## src/rtl/hrlp_pkg.sv

```systemverilog
`default_nettype none
package hrlp_pkg;

    // Character codes
    localparam logic [7:0] CHAR_SPACE = 8'h20;
    localparam logic [7:0] CHAR_QMARK = 8'h3F;
    localparam logic [7:0] CHAR_CR    = 8'h0D;
    localparam logic [7:0] CHAR_LF    = 8'h0A;
    localparam logic [7:0] CHAR_DOT   = 8'h2E;
    localparam logic [7:0] CHAR_SLASH = 8'h2F;
    localparam logic [7:0] CHAR_ZERO  = 8'd48;
    localparam logic [7:0] CHAR_NINE  = 8'd57;

    // Byte roles
    localparam logic [2:0] ROLE_METHOD  = 3'd0;
    localparam logic [2:0] ROLE_SPACE   = 3'd1;
    localparam logic [2:0] ROLE_PATH    = 3'd2;
    localparam logic [2:0] ROLE_QMARK   = 3'd3;
    localparam logic [2:0] ROLE_QUERY   = 3'd4;
    localparam logic [2:0] ROLE_VERSION = 3'd5;
    localparam logic [2:0] ROLE_LF      = 3'd6;
    localparam logic [2:0] ROLE_SURPLUS = 3'd7;

    // Part indexes
    localparam logic [2:0] PART_METHOD  = 3'd0;
    localparam logic [2:0] PART_PATH    = 3'd1;
    localparam logic [2:0] PART_VERSION = 3'd2;
    localparam logic [2:0] PART_SURPLUS = 3'd3;
    localparam logic [2:0] PART_MAX     = 3'd7;

    // Method codes
    localparam logic [3:0] METHOD_UNKNOWN = 4'd0;
    localparam logic [3:0] METHOD_GET     = 4'd1;
    localparam logic [3:0] METHOD_POST    = 4'd2;
    localparam logic [3:0] METHOD_PUT     = 4'd3;
    localparam logic [3:0] METHOD_DELETE  = 4'd4;
    localparam logic [3:0] METHOD_PATCH   = 4'd5;
    localparam logic [3:0] METHOD_HEAD    = 4'd6;
    localparam logic [3:0] METHOD_OPTIONS = 4'd7;
    localparam logic [3:0] METHOD_CONNECT = 4'd8;
    localparam logic [3:0] METHOD_TRACE   = 4'd9;

    // Method names packed first byte lowest
    localparam logic [55:0] TEXT_GET     = 56'h544547;
    localparam logic [55:0] TEXT_POST    = 56'h54534F50;
    localparam logic [55:0] TEXT_PUT     = 56'h545550;
    localparam logic [55:0] TEXT_DELETE  = 56'h4554454C4544;
    localparam logic [55:0] TEXT_PATCH   = 56'h4843544150;
    localparam logic [55:0] TEXT_HEAD    = 56'h44414548;
    localparam logic [55:0] TEXT_OPTIONS = 56'h534E4F4954504F;
    localparam logic [55:0] TEXT_CONNECT = 56'h5443454E4E4F43;
    localparam logic [55:0] TEXT_TRACE   = 56'h4543415254;

    // "HTTP/" packed first byte lowest
    localparam logic [39:0] TEXT_PREFIX = 40'h2F50545448;

    // Error codes
    localparam logic [1:0] ERR_OK      = 2'd0;
    localparam logic [1:0] ERR_PARTS   = 2'd1;
    localparam logic [1:0] ERR_METHOD  = 2'd2;
    localparam logic [1:0] ERR_VERSION = 2'd3;

    // Per-line tracking state
    typedef struct packed {
        logic [2:0]  part_index;
        logic [55:0] method_chars;
        logic [3:0]  method_length;
        logic        query_seen;
        logic [39:0] prefix_chars;
        logic [2:0]  prefix_length;
        logic        slash_seen;
        logic [23:0] version_chars;
        logic [2:0]  version_length;
    } hrlp_line_t;

    localparam hrlp_line_t LINE_RESET = '0;

    // Line summary reported on the line feed
    typedef struct packed {
        logic [3:0] method_code;
        logic [3:0] proto_major;
        logic [3:0] proto_minor;
        logic [1:0] error_code;
    } hrlp_summary_t;

    // Role of a byte given the state before it
    function automatic logic [2:0] role_of(hrlp_line_t s, logic [7:0] b);
        logic [2:0] r;
        if (s.part_index >= PART_SURPLUS) r = ROLE_SURPLUS;
        else if (b == CHAR_SPACE) r = ROLE_SPACE;
        else if (s.part_index == PART_METHOD) r = ROLE_METHOD;
        else if (s.part_index == PART_VERSION) r = ROLE_VERSION;
        else if (s.query_seen) r = ROLE_QUERY;
        else if (b == CHAR_QMARK) r = ROLE_QMARK;
        else r = ROLE_PATH;
        return r;
    endfunction

    // Fold one byte into the line state
    function automatic hrlp_line_t absorb_byte(hrlp_line_t s, logic [7:0] b);
        hrlp_line_t n;
        n = s;
        if (b == CHAR_SPACE) begin
            if (s.part_index != PART_MAX)
                n.part_index = s.part_index + 3'd1;
        end
        else if (s.part_index == PART_METHOD) begin
            for (int i = 0; i < 7; i++) begin
                if (s.method_length == 4'(i))
                    n.method_chars[8*i +: 8] = s.method_chars[8*i +: 8] | b;
            end
            if (s.method_length != 4'd8)
                n.method_length = s.method_length + 4'd1;
        end
        else if (s.part_index == PART_PATH) begin
            if (b == CHAR_QMARK)
                n.query_seen = 1'b1;
        end
        else if (s.part_index == PART_VERSION) begin
            if (!s.slash_seen) begin
                for (int i = 0; i < 5; i++) begin
                    if (s.prefix_length == 3'(i))
                        n.prefix_chars[8*i +: 8] = s.prefix_chars[8*i +: 8] | b;
                end
                if (s.prefix_length != 3'd7)
                    n.prefix_length = s.prefix_length + 3'd1;
                if (b == CHAR_SLASH)
                    n.slash_seen = 1'b1;
            end
            else begin
                for (int i = 0; i < 3; i++) begin
                    if (s.version_length == 3'(i))
                        n.version_chars[8*i +: 8] = s.version_chars[8*i +: 8] | b;
                end
                if (s.version_length != 3'd7)
                    n.version_length = s.version_length + 3'd1;
            end
        end
        return n;
    endfunction

    function automatic logic is_digit(logic [7:0] c);
        return (c >= CHAR_ZERO) && (c <= CHAR_NINE);
    endfunction

endpackage
`default_nettype wire

```

## src/rtl/hrlp_tracker.sv

```systemverilog
`default_nettype none
module hrlp_tracker (
    input  wire logic                clk,
    input  wire logic                rst_n,
    input  wire logic                step_en,
    input  wire logic [7:0]          data_byte,
    output hrlp_pkg::hrlp_line_t     line_state,
    output logic [2:0]               role
);
    import hrlp_pkg::*;

    hrlp_line_t line_reg;
    hrlp_line_t line_next;
    logic       last_cr_reg;
    logic       last_cr_next;
    hrlp_line_t with_cr;

    // Fold a held carriage return in first, then the new byte
    always_comb
    begin
        with_cr = last_cr_reg ? absorb_byte(line_reg, CHAR_CR) : line_reg;
        if (data_byte == CHAR_LF) begin
            line_next    = LINE_RESET;
            last_cr_next = 1'b0;
        end
        else if (data_byte == CHAR_CR) begin
            line_next    = with_cr;
            last_cr_next = 1'b1;
        end
        else begin
            line_next    = absorb_byte(with_cr, data_byte);
            last_cr_next = 1'b0;
        end
    end

    // Advance state on each processed beat
    always_ff @(posedge clk or negedge rst_n)
    begin
        if (!rst_n) begin
            line_reg    <= LINE_RESET;
            last_cr_reg <= 1'b0;
        end
        else if (step_en) begin
            line_reg    <= line_next;
            last_cr_reg <= last_cr_next;
        end
    end

    assign line_state = line_reg;
    assign role       = (data_byte == CHAR_LF) ? ROLE_LF : role_of(line_reg, data_byte);

endmodule
`default_nettype wire

```

## src/rtl/hrlp_summary.sv

```systemverilog
`default_nettype none
module hrlp_summary (
    input  wire hrlp_pkg::hrlp_line_t line_state,
    output hrlp_pkg::hrlp_summary_t   summary
);
    import hrlp_pkg::*;

    logic [3:0] code;
    logic       head_ok;
    logic       ver_ok;
    logic [3:0] major;
    logic [3:0] minor;
    logic [7:0] c0;
    logic [7:0] c1;
    logic [7:0] c2;

    // Match the method text against the known names
    always_comb
    begin
        code = METHOD_UNKNOWN;
        case (line_state.method_length)
            4'd3:
            begin
                if (line_state.method_chars == TEXT_GET) code = METHOD_GET;
                else if (line_state.method_chars == TEXT_PUT) code = METHOD_PUT;
            end
            4'd4:
            begin
                if (line_state.method_chars == TEXT_POST) code = METHOD_POST;
                else if (line_state.method_chars == TEXT_HEAD) code = METHOD_HEAD;
            end
            4'd5:
            begin
                if (line_state.method_chars == TEXT_PATCH) code = METHOD_PATCH;
                else if (line_state.method_chars == TEXT_TRACE) code = METHOD_TRACE;
            end
            4'd6:
            begin
                if (line_state.method_chars == TEXT_DELETE) code = METHOD_DELETE;
            end
            4'd7:
            begin
                if (line_state.method_chars == TEXT_OPTIONS) code = METHOD_OPTIONS;
                else if (line_state.method_chars == TEXT_CONNECT) code = METHOD_CONNECT;
            end
            default: code = METHOD_UNKNOWN;
        endcase
    end

    // Check "HTTP/" then one digit, or digit dot digit
    always_comb
    begin
        c0 = line_state.version_chars[7:0];
        c1 = line_state.version_chars[15:8];
        c2 = line_state.version_chars[23:16];
        head_ok = (line_state.part_index >= PART_VERSION) && line_state.slash_seen
                  && (line_state.prefix_length == 3'd5)
                  && (line_state.prefix_chars == TEXT_PREFIX);
        ver_ok = 1'b0;
        major  = 4'd0;
        minor  = 4'd0;
        if (head_ok && line_state.version_length == 3'd1 && is_digit(c0)) begin
            ver_ok = 1'b1;
            major  = c0[3:0];
        end
        else if (head_ok && line_state.version_length == 3'd3 && c1 == CHAR_DOT
                 && is_digit(c0) && is_digit(c2)) begin
            ver_ok = 1'b1;
            major  = c0[3:0];
            minor  = c2[3:0];
        end
    end

    // Lowest applicable error wins
    always_comb
    begin
        summary.method_code = code;
        summary.proto_major = major;
        summary.proto_minor = minor;
        if (line_state.part_index != PART_VERSION) summary.error_code = ERR_PARTS;
        else if (code == METHOD_UNKNOWN) summary.error_code = ERR_METHOD;
        else if (!ver_ok) summary.error_code = ERR_VERSION;
        else summary.error_code = ERR_OK;
    end

endmodule
`default_nettype wire

```

## src/rtl/http_request_line_parser_top.sv

```systemverilog
// HTTP request line parser.
// Input channel: in_valid / in_ready carry one byte of the request line per
// beat on data_byte. Output channel: out_valid / out_ready carry one result
// per input beat: the byte itself (byte_out), its role, and on the line feed
// line_end = 1 with method_code, proto_major, proto_minor and error_code.
// Those four fields are zero whenever line_end is 0.
// A byte accepted from the input channel sits in the input register and
// moves into the output register once that register is free.
// Throughput: one byte per cycle while out_ready stays high; the per-line
// state update is combinational logic on registered state.
// The output register is refilled in the same cycle that its beat is taken,
// so the block keeps accepting while out_ready is high. When out_ready is
// low, one more byte is taken into the input register, then in_ready drops
// until the output drains.
// Reset (rst_n low, asynchronous) empties both registers and returns the line
// state to the start of a line. The line state also returns to its start
// after every line feed.
`default_nettype none
module http_request_line_parser_top (
    input  wire logic       clk,
    input  wire logic       rst_n,
    input  wire logic       in_valid,
    output logic            in_ready,
    input  wire logic [7:0] data_byte,
    output logic            out_valid,
    input  wire logic       out_ready,
    output logic [7:0]      byte_out,
    output logic [2:0]      role,
    output logic            line_end,
    output logic [3:0]      method_code,
    output logic [3:0]      proto_major,
    output logic [3:0]      proto_minor,
    output logic [1:0]      error_code
);
    import hrlp_pkg::*;

    logic          s1_valid_reg;
    logic          s1_valid_next;
    logic [7:0]    s1_byte_reg;
    logic          out_valid_reg;
    logic          out_valid_next;
    logic [7:0]    out_byte_reg;
    logic [2:0]    out_role_reg;
    logic          out_end_reg;
    hrlp_summary_t out_sum_reg;

    logic          out_free;
    logic          s1_adv;
    logic          in_take;
    hrlp_line_t    line_state;
    logic [2:0]    s1_role;
    hrlp_summary_t s1_sum;
    logic          s1_is_lf;

    // Handshake control
    assign out_free = !out_valid_reg || out_ready;
    assign s1_adv   = s1_valid_reg && out_free;
    assign in_ready = !s1_valid_reg || out_free;
    assign in_take  = in_valid && in_ready;
    assign s1_is_lf = (s1_byte_reg == CHAR_LF);

    hrlp_tracker u_tracker (
        .clk        (clk),
        .rst_n      (rst_n),
        .step_en    (s1_adv),
        .data_byte  (s1_byte_reg),
        .line_state (line_state),
        .role       (s1_role)
    );

    hrlp_summary u_summary (
        .line_state (line_state),
        .summary    (s1_sum)
    );

    // Next valid flags
    always_comb
    begin
        s1_valid_next  = in_take ? 1'b1 : (s1_adv ? 1'b0 : s1_valid_reg);
        out_valid_next = s1_adv ? 1'b1 : (out_ready ? 1'b0 : out_valid_reg);
    end

    always_ff @(posedge clk or negedge rst_n)
    begin
        if (!rst_n) begin
            s1_valid_reg  <= 1'b0;
            out_valid_reg <= 1'b0;
        end
        else begin
            s1_valid_reg  <= s1_valid_next;
            out_valid_reg <= out_valid_next;
        end
    end

    // Capture input beat
    always_ff @(posedge clk)
    begin
        if (in_take)
            s1_byte_reg <= data_byte;
    end

    // Load result register; summary only on the line feed
    always_ff @(posedge clk)
    begin
        if (s1_adv) begin
            out_byte_reg <= s1_byte_reg;
            out_role_reg <= s1_role;
            out_end_reg  <= s1_is_lf;
            out_sum_reg  <= s1_is_lf ? s1_sum : '0;
        end
    end

    assign out_valid   = out_valid_reg;
    assign byte_out    = out_byte_reg;
    assign role        = out_role_reg;
    assign line_end    = out_end_reg;
    assign method_code = out_sum_reg.method_code;
    assign proto_major = out_sum_reg.proto_major;
    assign proto_minor = out_sum_reg.proto_minor;
    assign error_code  = out_sum_reg.error_code;

    // Line state restarts after a line feed is processed
    a_lf_clears: assert property (@(posedge clk) disable iff (!rst_n)
        s1_adv && s1_is_lf |=> line_state.part_index == PART_METHOD
                               && line_state.method_length == 4'd0)
        else $error("line state not cleared after line feed");

    // Summary fields stay zero off the line feed
    a_sum_zero: assert property (@(posedge clk) disable iff (!rst_n)
        out_valid && !line_end |-> method_code == METHOD_UNKNOWN
                                   && error_code == ERR_OK
                                   && proto_major == 4'd0 && proto_minor == 4'd0)
        else $error("summary fields nonzero without line end");

    // Line feed role and line_end agree
    a_lf_role: assert property (@(posedge clk) disable iff (!rst_n)
        out_valid |-> (role == ROLE_LF) == line_end)
        else $error("line feed role and line end disagree");

    // Empty output means input is open
    a_ready: assert property (@(posedge clk) disable iff (!rst_n)
        !out_valid |-> in_ready)
        else $error("input stalled with empty output");

endmodule
`default_nettype wire

```

## config.mk

```make
export PLATFORM = sky130hd
export DESIGN_NAME = http_request_line_parser_top
export DESIGN_NICKNAME = d
export VERILOG_FILES = /design/src/rtl/hrlp_pkg.sv /design/src/rtl/hrlp_tracker.sv /design/src/rtl/hrlp_summary.sv /design/src/rtl/http_request_line_parser_top.sv
export SDC_FILE = /design/constraint.sdc
export NUM_CORES = 1
export LEC_CHECK = 0
export ABC_AREA = 1
export BUFFER_PORTS_ARGS = -buffer_cell sky130_fd_sc_hd__buf_2
export CAP_MARGIN = 20
export CORE_MARGIN = 4
export CORE_UTILIZATION = 35
export DETAILED_ROUTE_END_ITERATION = 10
export GPL_ROUTABILITY_DRIVEN = 0
export PLACE_DENSITY = 0.6
export RECOVER_POWER = 25
export SETUP_SLACK_MARGIN = 0.3
export SLEW_MARGIN = 20
export SYNTH_ARGS = -nofsm -noshare
export SYNTH_HDL_FRONTEND = slang
export SYNTH_SLANG_ARGS = --single-unit
```

## constraint.sdc

```tcl
create_clock -name clk -period 3.45 [get_ports clk]
set_input_delay 0.1725 -clock clk [delete_from_list [all_inputs] [get_ports clk]]
set_output_delay 0.1725 -clock clk [all_outputs]
set_load 0.005 [all_outputs]
```

==> Yosys cells after proc, flatten, opt, wreduce, memory -nomap -nowiden <==
Cells that the tools add are included.
{ "totals": {"reg_bits": 172, "latch_bits": 0, "ramBits": 0, "rom_bits": 0, "in_bits": 12, "output_inout_bits": 28, "wordCells": 227, "memories": 0} }
{ "classes": {"addsub": 7, "n_mul": 0, "div": 0, "order_cmp": 6, "eq_ne": 55, "shift": 0, "muxes": 89, "n_bitwise": 17, "reduce_logical": 31} }
{ "op_table": {"columns": ["cell", "count"], "rows": [
  ["two-way mux 135 bit", 2],
  ["two-way mux 39 bit", 4],
  ["two-way mux 71 bit", 2],
  ["two-way mux 132 bit", 1],
  ["two-way mux 128 bit", 1],
  ["two-way mux 8 bit", 15],
  ["OR 8 bit", 15],
  ["== test 56 x 23 -> 1 bit (second input constant)", 2],
  ["== test 56 x 31 -> 1 bit (second input constant)", 2],
  ["== test 56 x 39 -> 1 bit (second input constant)", 2],
  ["== test 56 x 55 -> 1 bit (second input constant)", 2],
  ["two-way mux 4 bit", 25],
  ["two-way mux 23 bit", 4],
  ["two-way mux 72 bit", 1],
  ["two-way mux 60 bit", 1],
  ["== test 56 x 47 -> 1 bit (second input constant)", 1],
  ["two-way mux 56 bit", 1],
  ["two-way mux 44 bit", 1],
  ["== test 40 x 38 -> 1 bit (second input constant)", 1],
  ["two-way mux 3 bit", 12],
  ["== test 8 x 6 -> 1 bit (second input constant)", 4],
  ["== test 4 x 3 -> 1 bit (second input constant)", 7],
  ["== test 3 x 2 -> 1 bit (second input constant)", 9],
  ["two-way mux 27 bit", 1],
  ["25 further kinds", 89]
]} }

==> Longest topological paths before layout <==
{ "depth": {"depth_word": 16, "mapped_depth": 17, "depth_no_buf": 17} }

==> Hierarchy <==
From an unflattened synthesis, not the netlist that was laid out.
{ "hier_totals": {"hier_cells": 1538, "hier_area_um2": 10851.7} }
{ "modules_own_cells": {"columns": ["mod", "n_inst", "cells_each", "area_each_um2"], "rows": [
  ["hrlp_tracker", 1, 1118, 8037.7],
  ["hrlp_summary", 1, 332, 1507.7],
  ["http_request_line_parser_top", 1, 88, 1306.3]
]} }

==> Least setup slack after synthesis <==
Ideal clock, no wire load.
{ "synth_timing": {"path_kind": "register -> register", "startpoint": "register u_tracker.line_reg, in the netlist u_tracker.line_state[132]", "endpoint": "register u_tracker.line_reg, in the netlist u_tracker.line_state[77]", "setup_time_ns": 0.087, "t_arrival_ns": 2.404, "path_slack_ns": 0.959, "stages_incl_launch_ff": 13, "path_cell_list": "dfrtp_1 > inv_1 > ha_1 > inv_2 > nor2_4 > nand2_2 > a31oi_1 > xor2_1 > ha_1 > inv_1 > nor2_1 > nand4_1 > a22oi_1"} }
{ "synth_via": {"elab_chain_cells": 9, "word_cells_on_any_way": 11, "cone_classes": "mux (7); bitwise (1); reduce/logical (3)"} }
{ "synth_rtl": {"columns": ["element", "line", "rtl"], "rows": [
  ["start, declared", "hrlp_tracker.sv:12", "hrlp_line_t line_reg;"],
  ["start signal, assigned", "hrlp_tracker.sv:44", "line_reg <= line_next;"],
  ["zero test 3 bit", "hrlp_pkg.sv:107", "else if (s.part_index == PART_METHOD) begin"],
  ["two-way mux 56 bit", "hrlp_pkg.sv:107", null],
  ["two-way mux 128 bit", "hrlp_tracker.sv:21", "with_cr = last_cr_reg ? absorb_byte(line_reg, CHAR_CR) : line_reg;"],
  ["zero test 4 bit or OR 8 bit (tied branches)", "hrlp_pkg.sv:109, hrlp_pkg.sv:110", null],
  ["two-way mux 8 bit", "hrlp_pkg.sv:109", "if (s.method_length == 4'(i))"],
  ["two-way mux 60 bit", "hrlp_pkg.sv:107", null],
  ["two-way mux 132 bit", "hrlp_pkg.sv:103", "if (b == CHAR_SPACE) begin"],
  ["two-way mux 135 bit *", "hrlp_tracker.sv:26", "else if (data_byte == CHAR_CR) begin"],
  ["two-way mux 135 bit *", "hrlp_tracker.sv:22", "if (data_byte == CHAR_LF) begin"]
]} }
Mark *: on every way between the ends. The rest lies on a longest branch, timed or not.
A chain may end at the register's enable or synchronous reset.

==> Final worst setup path <==
{ "layout_timing": {"startpoint": "register s1_byte_reg[4]", "endpoint": "register u_tracker.line_reg, in the netlist u_tracker.line_state[67]"} }
{ "layout_via": {"elab_chain_cells": 9, "word_cells_on_any_way": 12, "cone_classes": "eq/ne (3); mux (8); bitwise (1)"} }
{ "layout_rtl": {"columns": ["element", "line", "rtl"], "rows": [
  ["start, declared", "http_request_line_parser_top.sv:39", "logic [7:0] s1_byte_reg;"],
  ["start signal, assigned", "http_request_line_parser_top.sv:99", "s1_byte_reg <= data_byte;"],
  ["OR 8 bit", "hrlp_pkg.sv:123", "n.prefix_chars[8*i +: 8] = s.prefix_chars[8*i +: 8] | b;"],
  ["two-way mux 8 bit", "hrlp_pkg.sv:122", "if (s.prefix_length == 3'(i))"],
  ["two-way mux 44 bit", "hrlp_pkg.sv:120", "if (!s.slash_seen) begin"],
  ["two-way mux 71 bit", "hrlp_pkg.sv:119", "else if (s.part_index == PART_VERSION) begin"],
  ["two-way mux 71 bit", "hrlp_pkg.sv:115", "else if (s.part_index == PART_PATH) begin"],
  ["two-way mux 72 bit", "hrlp_pkg.sv:107", null],
  ["two-way mux 132 bit", "hrlp_pkg.sv:103", null],
  ["two-way mux 135 bit", "hrlp_tracker.sv:26", null],
  ["two-way mux 135 bit *", "hrlp_tracker.sv:22", null]
]} }
Marks and branches as above.

==> impl_metrics.tcl <==
set metrics [dict create \
    numCtsBuffers 17 \
    cp_top_family "simple AND/OR/NAND/NOR gates" \
    n_fill_cell 2815 \
    dr.pass1.iters 5 \
    reg2reg_from "s1_byte_reg[4]" \
    start_kind "flip-flop" \
    remaining_drc_errors 0 \
    clkTransAtPathRegs_ns 0.08 \
    fin_nets 1408 \
    placedCellCount 1721 \
    async_flop_share_pct 80.2 \
    syn_area_per_cell_sq_um 7.57 \
    start_util_pct 35.5 \
    clock_path_buffers 2 \
    finalWorstSetupSlack_ns 0.415 \
    p_leak_nw 5.18 \
    die_height_um 176 \
    grt_start_max_net_pins 71 \
    stdcell_count 1765 \
    io_pins 40 \
    setup_tns_ns 0 \
    clock_latency_ns 0.44 \
    syn-num-nets 1342 \
    slew_headroom_pct -28.3 \
    cpMostUsedCell "nand2_1" \
    seq_area_frac_synth_pct 45.2 \
    final.min_clock_period_ns 3.04 \
    coreArea_sq_um 27900 \
    end_kind "flip-flop" \
    h-tree-depth 4 \
    rsz0062_at_grt "no" \
    status "finished with violations" \
    drive_gt1_share_pct 11.0 \
    syn_to_final_growth_pct 14.9 \
    root_buffer "clkbuf_16" \
    ant_nets 0 \
    cpPeakStageDelay_ns 0.58 \
    die-area_sq_um 31000 \
    maxCapViolations 1 \
    synth_cells 1308 \
    synth_area_leaders "dfrtp_1 35%, nand2_1 12%, edfxtp_1 10%, inv_1 6.9%, nor2_1 6.9%" \
    hold_viol 0 \
    grt.total_usage_pct 19.5 \
    synth_top_area_cell "dfrtp_1" \
    hp-start "out_ready" \
    setup_viol 0 \
    drt-total-wl_mm 29.8 \
    place.detailed.hpwl_mm 21.5 \
    worst_pin_slew_ns 1.92 \
    synth_top_area_share_pct 34.9 \
    diodes 0 \
    final_cell_mix "307 x nand2_1, 182 x inv_1, 178 x nor2_1" \
    vias 9053 \
    syn_area_sq_um 9900 \
    via_per_inst 5.13 \
    gr-total-overflow 0 \
    drtIter0Drc 858 \
    hold_class "in2reg" \
    path_buf_inv 4 \
    final_common_cell "nand2_1" \
    worstSetupPathType "reg2reg" \
    grt_pass1_vias 8838 \
    yosysUniqueCellTypes 43 \
    cp-startpoint "s1_byte_reg[4]" \
    die_w_um 176 \
    tritoncts "built" \
    total_power_mw 5.97 \
    max_freq_mhz 329 \
    synth_edf_count 34 \
    cts_sinks 172 \
    skew_ns 0.0116 \
    violations "max-capacitance violations, max-slew violations" \
    synth-main-ff-cell "dfrtp_1" \
    wl_per_cell_um 16.9 \
    r2r_setup_slack_ns 0.41 \
    antenna_found_initial 0 \
    path_cells "clkbuf_1 > nor2_1 > nand3_1 > nand2_1 > inv_1 > nand2_1 > nor2_2 > inv_1 > a21oi_1 > nand2_1 > nand3_1 > nand2_1 > inv_1" \
    vdd_drop_max_mv 0.383 \
    synth_warnings 0 \
    largest_reg_flops 135 \
    slew_violations 69 \
    dpl_worst_slack_ns 0.285 \
    grt_pass1_wl_mm 47.8 \
    worstPathMaxFanout 11 \
    num_rows 61 \
    numPortBuffers 39 \
    critPathSlowestCell "clkbuf_1" \
    cp.arrival_ns 3.41 \
    post-route-util_pct 40.8 \
    ys_ff_latch 172 \
    required_ns 3.83 \
    finalCritPeriodShare_pct 88.0 \
    power.density_nw_per_um2 525 \
]
-- cell usage after synthesis (all sizes together) (4+ instances only) --
cell type	number
a21oi	88
a22oi	23
a31oi	15
buf	12
clkbuf	13
dfrtp	138
edfxtp	34
ha	22
inv	194
nand2	326
nand3	78
nand4	27
nor2	196
nor3	18
o2111ai	6
o211ai	9
o21ai	73
o22ai	11
o31ai	4
xor2	7
-- cell type report --
class / instances / area (sq um) / area share (%)
Multi-Input combinational cell: 915 / 4610 / 40.5
Sequential cell: 172 / 4470 / 39.4
Inverter: 196 / 738 / 6.49
Timing Repair Buffer: 72 / 475 / 4.18
Tap cell: 378 / 473 / 4.16
Clock buffer: 17 / 425 / 3.74
Clock inverter: 15 / 175 / 1.54
-- where the power goes --
part	internal, mW	switching, mW	total, mW	leakage, nW
logic	0.439	1.11	1.55	2.81
clock network	1.04	0.956	2.00	0.293
registers	2.28	0.145	2.42	2.08
total	3.75	2.21	5.97	5.18
-- worst register-to-register path, cell delays in order (launching register included) --
cell	delay, ns
edfxtp_1	0.35
clkbuf_1	0.58
nor2_1	0.23
nand3_1	0.26
nand2_1	0.14
inv_1	0.16
nand2_1	0.18
nor2_2	0.38
inv_1	0.28
a21oi_1	0.19
nand2_1	0.07
nand3_1	0.08
nand2_1	0.05
inv_1	0.04
-- what timing repair did --
item                                   4_1_cts  5_1_grt
endpoints found under the hold margin       77        0
pin swaps                                    0        1
cloned                                       0        0
hold buffers                                10        0
buffers inserted                             0        1
resized for setup                            1        4
setup endpoints to repair                    3       40
-- layer usage --
metal / part of all wire [%] / vias to the layer above / global-route usage, %
li1: - / 4400 / -
met1: 43 / 4287 / 25.4
met2: 47 / 294 / 32.1
met3: 5.3 / 72 / 3.58
met4: 4.1 / 0 / 8.22
met5: 0 / - / 0
-- worst paths after layout --
path	endpoint	cells after the start
setup / recovery	u_tracker.line_state[67]	13
hold / removal	out_valid	4
setup reg to reg	u_tracker.line_state[67]	13
hold reg to reg	u_tracker.line_state[60]	2
max in group asynchronous	u_tracker.line_state[134]	3
min in group asynchronous	u_tracker.line_state[91]	2
-- per-stage QoR --
stage                     hold WS [ns]  instance area [sq um]
after floorplan                 -0.123                   9900
after global placement           0.257                  10600
after detailed placement         0.258                  10600
after CTS                       0.0270                  11300
after global routing            0.0236                  11400
final                           0.0279                  11400
-- cells by family (layout without fill, tap and decap cells) --
group	after synthesis	count (layout)	synth area share, %
AND/OR/NAND/NOR	652	652	28.7
AO/OA/AOI/OAI	234	234	13.9
buffers and inverters	221	300	8.59
XOR/XNOR	7	7	0.847
adder cells (fa/ha/maj)	22	22	2.78
flip-flops	172	172	45.2
(Power assumes the default switching activity.)
